## config.mk

```make
export PLATFORM = sky130hd
export DESIGN_NAME = nbwst_mac
export DESIGN_NICKNAME = d
export VERILOG_FILES = /design/src/rtl/core/nbwst_pkg.sv /design/src/rtl/core/nbwst_mac.sv
export SDC_FILE = /design/constraint.sdc
export NUM_CORES = 1
export LEC_CHECK = 0
export CELL_PAD_IN_SITES_DETAIL_PLACEMENT = 1
export CELL_PAD_IN_SITES_GLOBAL_PLACEMENT = 1
export CORE_MARGIN = 2
export CORE_UTILIZATION = 47
export DETAILED_ROUTE_END_ITERATION = 12
export DONT_BUFFER_PORTS = 1
export HOLD_SLACK_MARGIN = 0.12
export PLACE_DENSITY_LB_ADDON = 0.25
export SETUP_SLACK_MARGIN = 0.5
export SYNTH_ARGS = -nofsm -noshare
export SYNTH_HDL_FRONTEND = slang
export SYNTH_SLANG_ARGS = --single-unit
```

## constraint.sdc

```tcl
create_clock -name clock -period 4.7 [get_ports clock]
set_input_delay 0.235 -clock clock [delete_from_list [all_inputs] [get_ports clock]]
set_output_delay 0.235 -clock clock [all_outputs]
set_load 0.02 [all_outputs]
```

## src/rtl/core/nbwst_pkg.sv

```systemverilog
// ----------------------------------------------------------------------------
// nbwst_pkg
// Types, codes and defaults shared by the NAND block write state tracker.
// ----------------------------------------------------------------------------
package nbwst_pkg;

   localparam int MAX_BLOCKS_DEF          = 1024;
   localparam int MAX_PAGES_PER_BLOCK_DEF = 256;

   // Width of the flat index accumulator: a larger product is truncated to it.
   localparam int FLAT_W = 19;
   localparam int CSR_W  = 9;
   localparam int CNT_W  = 9;

   localparam logic [2:0] OP_PROGRAM   = 3'd0;
   localparam logic [2:0] OP_MARK_VAL  = 3'd1;
   localparam logic [2:0] OP_MARK_INV  = 3'd2;
   localparam logic [2:0] OP_MARK_FREE = 3'd3;
   localparam logic [2:0] OP_ERASE     = 3'd4;
   localparam logic [2:0] OP_QUERY     = 3'd5;

   localparam logic [2:0] ST_OK        = 3'd0;
   localparam logic [2:0] ST_ORDER     = 3'd1;
   localparam logic [2:0] ST_NOT_WR    = 3'd2;
   localparam logic [2:0] ST_MISMATCH  = 3'd3;
   localparam logic [2:0] ST_RANGE     = 3'd4;

   localparam logic [1:0] BS_FREE      = 2'd0;
   localparam logic [1:0] BS_OPEN      = 2'd1;
   localparam logic [1:0] BS_CLOSED    = 2'd2;
   localparam logic [1:0] BS_BAD       = 2'd3;

   localparam logic [1:0] PAGE_FREE    = 2'd0;
   localparam logic [1:0] PAGE_VALID   = 2'd1;
   localparam logic [1:0] PAGE_INVALID = 2'd2;

   localparam logic [2:0] REG_CHANNELS = 3'd0;
   localparam logic [2:0] REG_LUNS     = 3'd1;
   localparam logic [2:0] REG_PLANES   = 3'd2;
   localparam logic [2:0] REG_BLOCKS   = 3'd3;
   localparam logic [2:0] REG_PAGES    = 3'd4;

   localparam logic [CNT_W-1:0] CNT_TOP   = '1;
   localparam logic [31:0]      ERASE_TOP = '1;

   typedef struct packed {
      logic [1:0]       state;
      logic [8:0]       wp;
      logic [31:0]      erase;
      logic [CNT_W-1:0] valid;
      logic [CNT_W-1:0] invalid;
   } block_rec_type;

   typedef struct packed {
      logic rd;
      logic wr;
   } store_ctl_type;

endpackage

```

## src/rtl/core/nbwst_mac.sv

```systemverilog
// ----------------------------------------------------------------------------
// nbwst_mac
// Shared multiply-add unit that folds the address fields into a flat index.
// ----------------------------------------------------------------------------
module nbwst_mac
   import nbwst_pkg::*;
(
   input  logic              clock,
   input  logic              load,
   input  logic [2:0]        load_val,
   input  logic              step,
   input  logic [8:0]        mul,
   input  logic [7:0]        add,
   output logic [FLAT_W-1:0] acc
);

   logic [FLAT_W-1:0] acc_ff;
   logic [FLAT_W-1:0] acc_in;
   logic [FLAT_W+8:0] prod;

   always_comb begin
      prod   = acc_ff * mul;
      acc_in = acc_ff;
      if (load) begin
         acc_in = FLAT_W'(load_val);
      end else if (step) begin
         acc_in = prod[FLAT_W-1:0] + FLAT_W'(add);
      end
   end

   always_ff @(posedge clock) begin
      acc_ff <= acc_in;
   end

   assign acc = acc_ff;

endmodule

```

==> summary.md, run 1 <==
| Metric | Value |
|---|---|
| Ys async rst share | `0%` |
| Finish-stage setup viols | `3` |
| Sum of routed wire length over all layers | `14800 um` |
| Residual DRC count | `0` |
| Post-synth cell types | `38` |
| Proportion of layout cells with a drive suffix above 1 | `21.4%` |
| DR WL/cell | `approximately 22 um` |
| Post-synthesis simple-gate area fraction | `around 17%` |
| Min-Delay Path Depth | `2` |
| Largest net degree at the start of global routing | `20` |
| Pre-antenna DRT Iters | `4` |
| CTS H-tree lvls | `1` |
| Synth area leader | `fa_1` |
| Required @ worst endpoint | `4860 ps` |
| Place WS | `-165 ps` |
| First-pass GRT wire length | `between 20000 and 25000 um` |
| Antenna violations before repair | `0` |
| Fin util | `around 57%` |
| Flop and latch count out of synthesis | `19` |
| Yosys top cell area share | `between 30% and 40%` |
| Filler cells | `1112` |
| Core ar. | `0.00977 mm2` |
| Antenna cells | `0` |
| Boundary pin count | `42` |
| Vias per cell | `about 5.4` |
| Synth Area in Compound Gates | `8.03%` |
| Die ar. | `roughly 0.011 mm2` |
| Most frequent cell after synthesis | `fa_1` |
| Critical R2R Capture | `acc[16]` |
| Unrepaired setup endpoints after global routing | `true` |
| Clock Path Buffers | `2` |
| Met3 Wirelength | `about 730 um` |
| Wl on met1 | `between 6000 and 7000 um` |
| Hold Fails Final Rpt | `0` |
| FF-to-FF path depth | `17` |
| Crit path capture type | `flop` |
| GPL Wtd Cong | `between 0.8 and 0.9` |
| Post-route setup slack | `-36.2 ps` |
| Initial core utilization | `48.5%` |
| Yosys Warn Count | `0` |
| Clk slew on worst S/H paths | `90 ps` |
| Startpoint types | `flop` |
| Mapped cell area | `0.00474 mm2` |
| DR top layer | `met4` |
| Slew headroom | `48.5%` |
| Fraction of the mapped netlist area in adder cells | `~51%` |
| Most common library cells after synthesis | `fa_1 (92), inv_1 (83), nand2_1 (80), and2_1 (60), ha_1 (44)` |
| Post-route ant nets | `0` |
| Post-Synthesis Cells | `515` |
| Outcome | `finished with violations` |
| Nets | `between 700 and 800` |
| Final Skew | `approximately 8.0 ps` |
| Syn Area/Cell | `~9.2 um2` |
| Max Slew Vio Count | `0` |
| Post-synth top flop | `dfxtp_1` |
| Synth Area in XOR/XNOR | `5.73%` |
| CTS tree | `yes` |
| Critical path class | `reg -> reg` |
| Area growth from synthesis to layout | `18.0%` |
| Clk_lat worst skew | `~270 ps` |
| Max reg flops | `19` |
| # port buffers | `0` |
| Crit path arrival time | `4890 ps` |
| Area contributors post-synth | `fa_1 (39%), ha_1 (12%), and2_1 (7.9%), dfxtp_1 (6.8%), inv_1 (6.6%)` |
| Initial drt markers | `approximately 190` |
| Worst Min Path Start | `step` |
| Max-cap viol count | `0` |
| Fmax achieved | `0.211 GHz` |
| Die H | `roughly 100 um` |
| Hold endpoint | `acc[10]` |
| Synthesized net count | `674` |
| Root buffer cell | `clkbuf_8` |
| Cell Rows | `36` |
| Mux cell area share after synthesis | `under 10%` |
| Via count | `between 3000 and 4000` |
| Sequential area share after synthesis | `8.66%` |
| Reg2reg start | `acc[7]` |
| Number of global-route vias before repair | `about 4300` |
| Failing checks | `negative setup slack` |
| Die W | `between 100 and 150 um` |
| Worst Tran Pin Value | `between 700 and 800 ps` |
| Dpl hpwl | `about 11000 um` |
| Main combinational cell family by area after synthesis | `adder cells` |
| Crit path time final | `around 4700 ps` |
| Metal2 WL | `between 7000 and 8000 um` |
| Peak fanout along the critical path | `7` |
| GRT Util Overall | `approximately 28%` |
| Num CTS Buffers | `3` |
| CTS Sinks | `19` |
| Tcrit/Tclk final | `101%` |
| Worst Hold Class | `in -> reg` |
| Post-synth EDFFs | `3` |
| Reg2Reg Setup Slack | `-40 ps` |
| Global route overflow | `0` |
cell usage in the layout, fill, tap and decap left out, types with 2 or more instances in the layout:
| cell type | instances |
|---|---|
| edfxtp_1 | 3 |
| o21ai_2 | 2 |
| and2_4 | 3 |
| nand2b_1 | 3 |
| nand4_1 | 2 |
| nand2_1 | 77 |
| xor2_1 | 5 |
| a31oi_2 | 2 |
| dlygate4sd3_1 | 2 |
| a211oi_1 | 2 |
| nor2_2 | 2 |
| nand3b_1 | 2 |
| nor2_1 | 10 |
| dfxtp_4 | 4 |
| fa_2 | 3 |
| clkbuf_8 | 3 |
| and4_1 | 2 |
| inv_2 | 4 |
| xnor2_2 | 2 |
| o21bai_1 | 2 |
| inv_1 | 79 |
| a21oi_2 | 6 |
| a21oi_1 | 7 |
| a22o_1 | 8 |
| a21o_1 | 7 |
| fa_1 | 89 |
| ha_4 | 10 |
| and2_1 | 57 |
| mux2_2 | 3 |
| buf_4 | 54 |
| mux2i_1 | 4 |
| dfxtp_1 | 7 |
| nand2_4 | 3 |
| dfxtp_2 | 5 |
| o21ai_0 | 3 |
| xnor2_1 | 24 |
| ha_1 | 34 |
repair_timing:
action / in CTS / in global routing
pin swaps: 33 / 11
buffers inserted: 11 / 2
setup endpoints to repair: 12 / 13
gates resized for setup: 29 / 18
hold endpoints to repair: 8 / 0
hold buffers: 2 / 0
critical path, stage by stage, from the launching register on:
cell     delay (ps)
dfxtp_4         370
buf_4           160
and2_1          160
fa_1            560
fa_1            430
fa_1            510
inv_1            50
fa_1            490
inv_1            60
ha_1            290
ha_1            330
o21ai_0         100
a21oi_1          60
or2_2           290
o31a_1          180
a31oi_2         270
xnor2_1         100
a22o_1          210
final cells by class:
class / count / area (um2) / area share [%]
clock buffer: 3 / 41.3 / 0.739
clock inverter: 1 / 5.00 / 0.0895
inverter: 83 / 312 / 5.57
multi-input combinational: 389 / 4200 / 75.1
sequential: 19 / 432 / 7.72
tap: 133 / 166 / 2.98
timing repair buffer: 57 / 437 / 7.81
worst max path at each step:
stage / slack [ps] / start / end
2_1_floorplan: 110 / acc[2] / acc[18]
3_3_place_gp: -40 / acc[2] / acc[17]
3_5_place_dp: -160 / acc[8] / acc[17]
4_1_cts: -80 / acc[2] / acc[17]
5_1_grt: -180 / acc[11] / acc[16]
6_report: -40 / acc[7] / acc[16]
metal layers:
layer / track usage, % / vias to the layer above
li1: - / 1652
met1: 36.2 / 1957
met2: 50.7 / 105
met3: 3.01 / 18
met4: 2.90 / 0
met5: 0 / -
kinds of logic after synthesis:
group / Yosys count
buffers and inverters: 107
XOR/XNOR: 31
flip-flops: 19
AO/OA/AOI/OAI: 51
AND/OR/NAND/NOR: 164
adder cells (fa/ha/maj): 136
multiplexers: 7
stage by stage:
step / TNS, ps / instances / cell area [um2] / hold slack (ps)
after floorplan: 0 / 515 / 4880 / 402
after global placement: -42.5 / 666 / 5180 / 297
after detailed placement: -454 / 666 / 5180 / 302
after CTS: -76.7 / 683 / 5500 / 130
after global routing: -810 / 685 / 5590 / 122
final: -64.3 / 685 / 5590 / 134
Power of run 1 is left out: the tool's default activity adds up to more than one toggle a clock period on the data nets, which glitch-free logic cannot reach.
==> run 2: changes to the inputs <==
- CORE_ASPECT_RATIO: default -> 0.9
==> summary.md, run 2 (same netlist as run 1, synthesis figures left out) <==
| Metric | Value |
|---|---|
| Outcome | `finished with violations` |
| Failing checks | `negative setup slack` |
| GRT Util Overall | `28.6% (+0.96 points)` |
| Core ar. | `0.00974 mm2 (-0.33%)` |
| Unrepaired setup endpoints after global routing | `true` |
| GPL Wtd Cong | `0.908 (+8.5%)` |
| Fmax achieved | `0.209 GHz (-1.2%)` |
| Root buffer cell | `clkbuf_8` |
| Boundary pin count | `42 (unchanged)` |
| WHS | `146 ps (+12.3 ps)` |
| Initial core utilization | `48.6% (+0.16 points)` |
| Die H | `99.2 um (-4.9%)` |
| Finish-stage setup viols | `6 (+3)` |
| Worst Tran Pin Value | `695 ps (-75.3 ps)` |
| Worst Hold Class | `in -> reg` |
| Crit path time final | `4790 ps (+55.2 ps)` |
| CTS H-tree lvls | `1 (unchanged)` |
| Startpoint types | `flop` |
| Initial drt markers | `210 (+13%)` |
| Global route overflow | `0 (unchanged)` |
| Hold Fails Final Rpt | `0 (unchanged)` |
| Vias per cell | `5.54 (+1.7%)` |
| Required @ worst endpoint | `4880 ps (+20 ps)` |
| Residual DRC count | `0 (unchanged)` |
| Nets | `706 (-0.84%)` |
| Proportion of layout cells with a drive suffix above 1 | `22.9% (+1.5 points)` |
| Clk slew on worst S/H paths | `80 ps (about the same)` |
| Slew headroom | `53.6% (+5.1 points)` |
| Post-route ant nets | `0 (unchanged)` |
| Sum of routed wire length over all layers | `15200 um (+2.8%)` |
| Clock Path Buffers | `2 (unchanged)` |
| Max reg flops | `19 (unchanged)` |
| Commonest non-fill, non-tap cells in the layout | `fa_1 (88), nand2_1 (73), inv_1 (71), and2_1 (57), buf_4 (43)` |
| CTS Sinks | `19 (unchanged)` |
| First-pass GRT wire length | `23400 um (-0.82%)` |
| Clk_lat worst skew | `260 ps (about the same)` |
| Critical path class | `reg -> reg` |
| Cell Rows | `34 (-5.6%)` |
| Number of global-route vias before repair | `4227 (-0.84%)` |
| Antenna cells | `0 (unchanged)` |
| Crit path arrival time | `4970 ps (+80 ps)` |
| Most common library cell in the layout ignoring fill and taps | `fa_1` |
| CTS tree | `yes` |
| Max Slew Vio Count | `0 (unchanged)` |
| Post-route setup slack | `-91.5 ps (-55.2 ps)` |
| Largest net degree at the start of global routing | `20 (unchanged)` |
| Via count | `3723 (-0.24%)` |
| Num CTS Buffers | `3 (unchanged)` |
| Die ar. | `0.0109 mm2 (about the same)` |
| # port buffers | `0 (unchanged)` |
| Antenna violations before repair | `0 (unchanged)` |
| Die W | `110 um (+5.2%)` |
| Dpl hpwl | `11500 um (+4.9%)` |
| Filler cells | `1086 (-2.3%)` |
| Pre-antenna DRT Iters | `4 (unchanged)` |
| Tcrit/Tclk final | `102% (+1.2 points)` |
| Area growth from synthesis to layout | `17.9% (about the same)` |
| Max-cap viol count | `0 (unchanged)` |
| DR WL/cell | `22.7 um (+4.8%)` |
| Final Skew | `8.15 ps (+0.171 ps)` |
| Crit path capture type | `flop` |
| Peak fanout along the critical path | `3 (-4)` |
-- run 2: cell types whose count changed in the layout (fill, tap and decap cells not counted), sizes merged --
cell    before  now
buf         55   49
clkbuf       3    4
clkinv       1    0
-- run 2: critical path, cell delays in order, from the launching register on --
cell,delay [ps]
dfxtp_4,370
nand2_4,50
fa_1,550
inv_2,40
fa_1,540
inv_2,50
fa_1,500
inv_2,50
fa_1,510
inv_2,50
fa_1,550
inv_2,70
ha_4,170
a2111oi_4,280
inv_2,80
a211oi_2,220
buf_4,150
buf_4,90
nor3_2,50
xnor2_1,140
a211oi_1,210
-- run 2: worst paths after layout --
path	startpoint	end	slack [ps]	cells after the start
worst max-delay path	acc[5]	acc[11]	-90	20
worst max register to register	acc[5]	acc[11]	-90	20
worst min-delay path	step	acc[5]	150	2
worst min register to register	acc[16]	acc[16]	530	1
-- run 2: final cells by class --
cell class	count	area (um2)	area share [%]
clock buffer	4	45.0	0.806
inverter	83	312	5.58
multi-input combinational	389	4230	75.7
sequential	19	430	7.71
tap	126	158	2.82
timing repair buffer	51	414	7.41
-- run 2: what timing repair did --
| item | 4_1_cts | 5_1_grt |
|---|---|---|
| setup buffers | 11 | 4 |
| cloned | 0 | 0 |
| hold buffers | 2 | 0 |
| gates resized for setup | 32 | 32 |
| endpoints found under the setup margin | 12 | 14 |
| pin swaps | 35 | 11 |
| hold endpoints to repair | 8 | 0 |
-- run 2: per-stage QoR --
step	worst slack [ps]	cells	TNS, ps	utilization (%)	instance area (um2)
6_report	-91.5	672	-431	57.3	5590
5_1_grt	-273	672	-1650	57.3	5590
4_1_cts	-25.8	668	-30.0	55.5	5410
3_5_place_dp	-163	651	-708	52.4	5110
3_3_place_gp	-13.3	651	-24.6	52.4	5110
2_1_floorplan	107	515	0	-	4880
-- run 2: per-layer routing --
metal	GRT usage, %	share of wire (%)	wire [um]
met4	5.55	1.4	213
met1	40.4	44	6730
met2	48.1	51	7780
met5	0	0	0
met3	2.49	3.3	510
Power of run 2 is left out for the same reason.
==> run 3: changes to the inputs <==
- PLACE_DENSITY_LB_ADDON: 0.25 -> 0.1
==> summary.md, run 3 (same netlist as run 1, synthesis figures left out) <==
| Metric | Value |
|---|---|
| Outcome | `finished with violations` |
| Failing checks | `negative setup slack` |
| First-pass GRT wire length | `23200 um (-0.59%)` |
| Unrepaired setup endpoints after global routing | `true` |
| Tcrit/Tclk final | `103% (+1.2 points)` |
| Num CTS Buffers | `3 (unchanged)` |
| Metal2 WL | `7340 um (-5.7%)` |
| Startpoint types | `flop` |
| Vias per cell | `5.48 (-1.2%)` |
| DR WL/cell | `22.4 um (-1.4%)` |
| Required @ worst endpoint | `4850 ps (-30 ps)` |
| Max-cap viol count | `0 (unchanged)` |
| FF-to-FF path depth | `19 (-5.0%)` |
| Die H | `99.2 um (unchanged)` |
| Max incr delay on CP | `600 ps (+50 ps)` |
| Fmax achieved | `0.206 GHz (-1.1%)` |
| Worst Hold Class | `in -> reg` |
| Sum of routed wire length over all layers | `15300 um (+0.26%)` |
| Crit path capture type | `flop` |
| Met3 Wirelength | `933 um (+83%)` |
| Crit path arrival time | `5000 ps (+30 ps)` |
| Worst Tran Pin Value | `800 ps (+105 ps)` |
| Core ar. | `0.00974 mm2 (unchanged)` |
| Clock Path Buffers | `2 (unchanged)` |
| Dpl hpwl | `11000 um (-4.0%)` |
| Post-route ant nets | `0 (unchanged)` |
| GPL Wtd Cong | `0.888 (-2.2%)` |
| Nets | `717 (+1.6%)` |
| # port buffers | `0 (unchanged)` |
| Max reg flops | `19 (unchanged)` |
| Pre-antenna DRT Iters | `4 (unchanged)` |
| Critical path class | `reg -> reg` |
| WP buf/inv | `5 (-3)` |
| Antenna cells | `0 (unchanged)` |
| CTS tree | `yes` |
| Largest net degree at the start of global routing | `20 (unchanged)` |
| Reg2reg start | `acc[2]` |
| Cell Rows | `34 (unchanged)` |
| DR top layer | `met4` |
| Initial drt markers | `166 (-21%)` |
| Top delay family on crit path | `adder cells` |
| Critical path depth | `19 (-5.0%)` |
| WHS | `134 ps (-12.0 ps)` |
| Most common library cell in the layout ignoring fill and taps | `fa_1` |
| Commonest non-fill, non-tap cells in the layout | `fa_1 (88), nand2_1 (75), inv_1 (72), and2_1 (58), buf_4 (47)` |
| Clk_lat worst skew | `260 ps (about the same)` |
| Min-Delay Path Depth | `2 (unchanged)` |
| GRT Util Overall | `28.1% (-0.44 points)` |
| Via count | `3740 (+0.46%)` |
| Area growth from synthesis to layout | `21.0%` |
| Wl on met1 | `6780 um (+0.74%)` |
| Die ar. | `0.0109 mm2 (unchanged)` |
| Hold Fails Final Rpt | `0 (unchanged)` |
| Max Slew Vio Count | `0 (unchanged)` |
| Global route overflow | `0 (unchanged)` |
| Critical R2R Capture | `acc[18]` |
| Antenna violations before repair | `0 (unchanged)` |
| CTS Sinks | `19 (unchanged)` |
| Slowest stage cell, crit path | `fa_1` |
| Post-route setup slack | `-146 ps (-54.3 ps)` |
| Proportion of layout cells with a drive suffix above 1 | `22.6% (-0.27 points)` |
| Boundary pin count | `42 (unchanged)` |
| Slew headroom | `46.5% (-7.1 points)` |
| Crit path time final | `4850 ps (+54.3 ps)` |
| Residual DRC count | `0 (unchanged)` |
| Finish-stage setup viols | `7 (+1)` |
| Critical path, cell by cell | `buf_6, buf_8, nand2_4, fa_2, inv_2, ha_4, ha_4, inv_2, fa_1, inv_2, fa_1, ha_4, a21o_1, a21oi_2, a21oi_2, o31a_1, a221oi_2, xnor2_1, a22o_1` |
| Hold endpoint | `acc[6]` |
| CTS H-tree lvls | `1 (unchanged)` |
| Die W | `110 um (unchanged)` |
| Reg2Reg Setup Slack | `-150 ps (-50 ps)` |
| Worst Min Path Start | `step` |
| Fin util | `58.8% (+1.5 points)` |
| Root buffer cell | `clkbuf_8` |
| Initial core utilization | `48.6% (unchanged)` |
| Final Skew | `4.46 ps (-3.69 ps)` |
| Clk slew on worst S/H paths | `80 ps (about the same)` |
| Number of global-route vias before repair | `4221 (-0.14%)` |
| Peak fanout along the critical path | `5 (+2)` |
-- run 3: cell type report --
| cell class | instances | area [um2] |
|---|---|---|
| clock buffer | 4 | 45.0 |
| multi-input combinational | 389 | 4230 |
| sequential | 19 | 430 |
| timing repair buffer | 62 | 558 |
| tap | 126 | 158 |
| inverter | 83 | 312 |
| fill | 1103 | 4010 |
-- run 3: how the worst max path moves through the flow --
| stage | from | endpoint |
|---|---|---|
| floorplan | acc[2] | acc[18] |
| global placement | acc[2] | acc[15] |
| detailed placement | acc[2] | acc[18] |
| CTS | acc[2] | acc[17] |
| global route | acc[2] | acc[18] |
| finish | acc[2] | acc[18] |
-- run 3: metal layers --
layer	global-route usage, %	vias up
met3	3.93	23
met2	43.9	119
met4	5.84	0
li1	-	1668
met5	0	-
met1	41.7	1930
-- run 3: worst register-to-register path, stage by stage, from the launching register on --
cell and delay (ps):
edfxtp_1 480, buf_6 140, buf_8 120, nand2_4 50, fa_2 530, inv_2 50
ha_4 240, ha_4 250, inv_2 30, fa_1 520, inv_2 50, fa_1 600
ha_4 260, a21o_1 220, a21oi_2 200, a21oi_2 100, o31a_1 340, a221oi_2 260
xnor2_1 120, a22o_1 180
-- run 3: per-stage QoR --
| step | area (um2) | setup TNS (ps) | std cells | setup WS (ps) |
|---|---|---|---|---|
| after floorplan | 4880 | 0 | 515 | 107 |
| after global placement | 5180 | -9.76 | 657 | -9.76 |
| after detailed placement | 5180 | -391 | 657 | -101 |
| after CTS | 5450 | -108 | 673 | -55.1 |
| after global routing | 5730 | -1820 | 683 | -276 |
| final | 5730 | -723 | 683 | -146 |
-- run 3: repair_timing --
action | 4_1_cts | 5_1_grt
pin swaps | 26 | 41
setup endpoints to repair | 12 | 13
setup buffers | 10 | 10
hold endpoints to repair | 8 | 0
hold buffers | 2 | 0
gates resized for setup | 21 | 43
Power of run 3 is left out for the same reason.
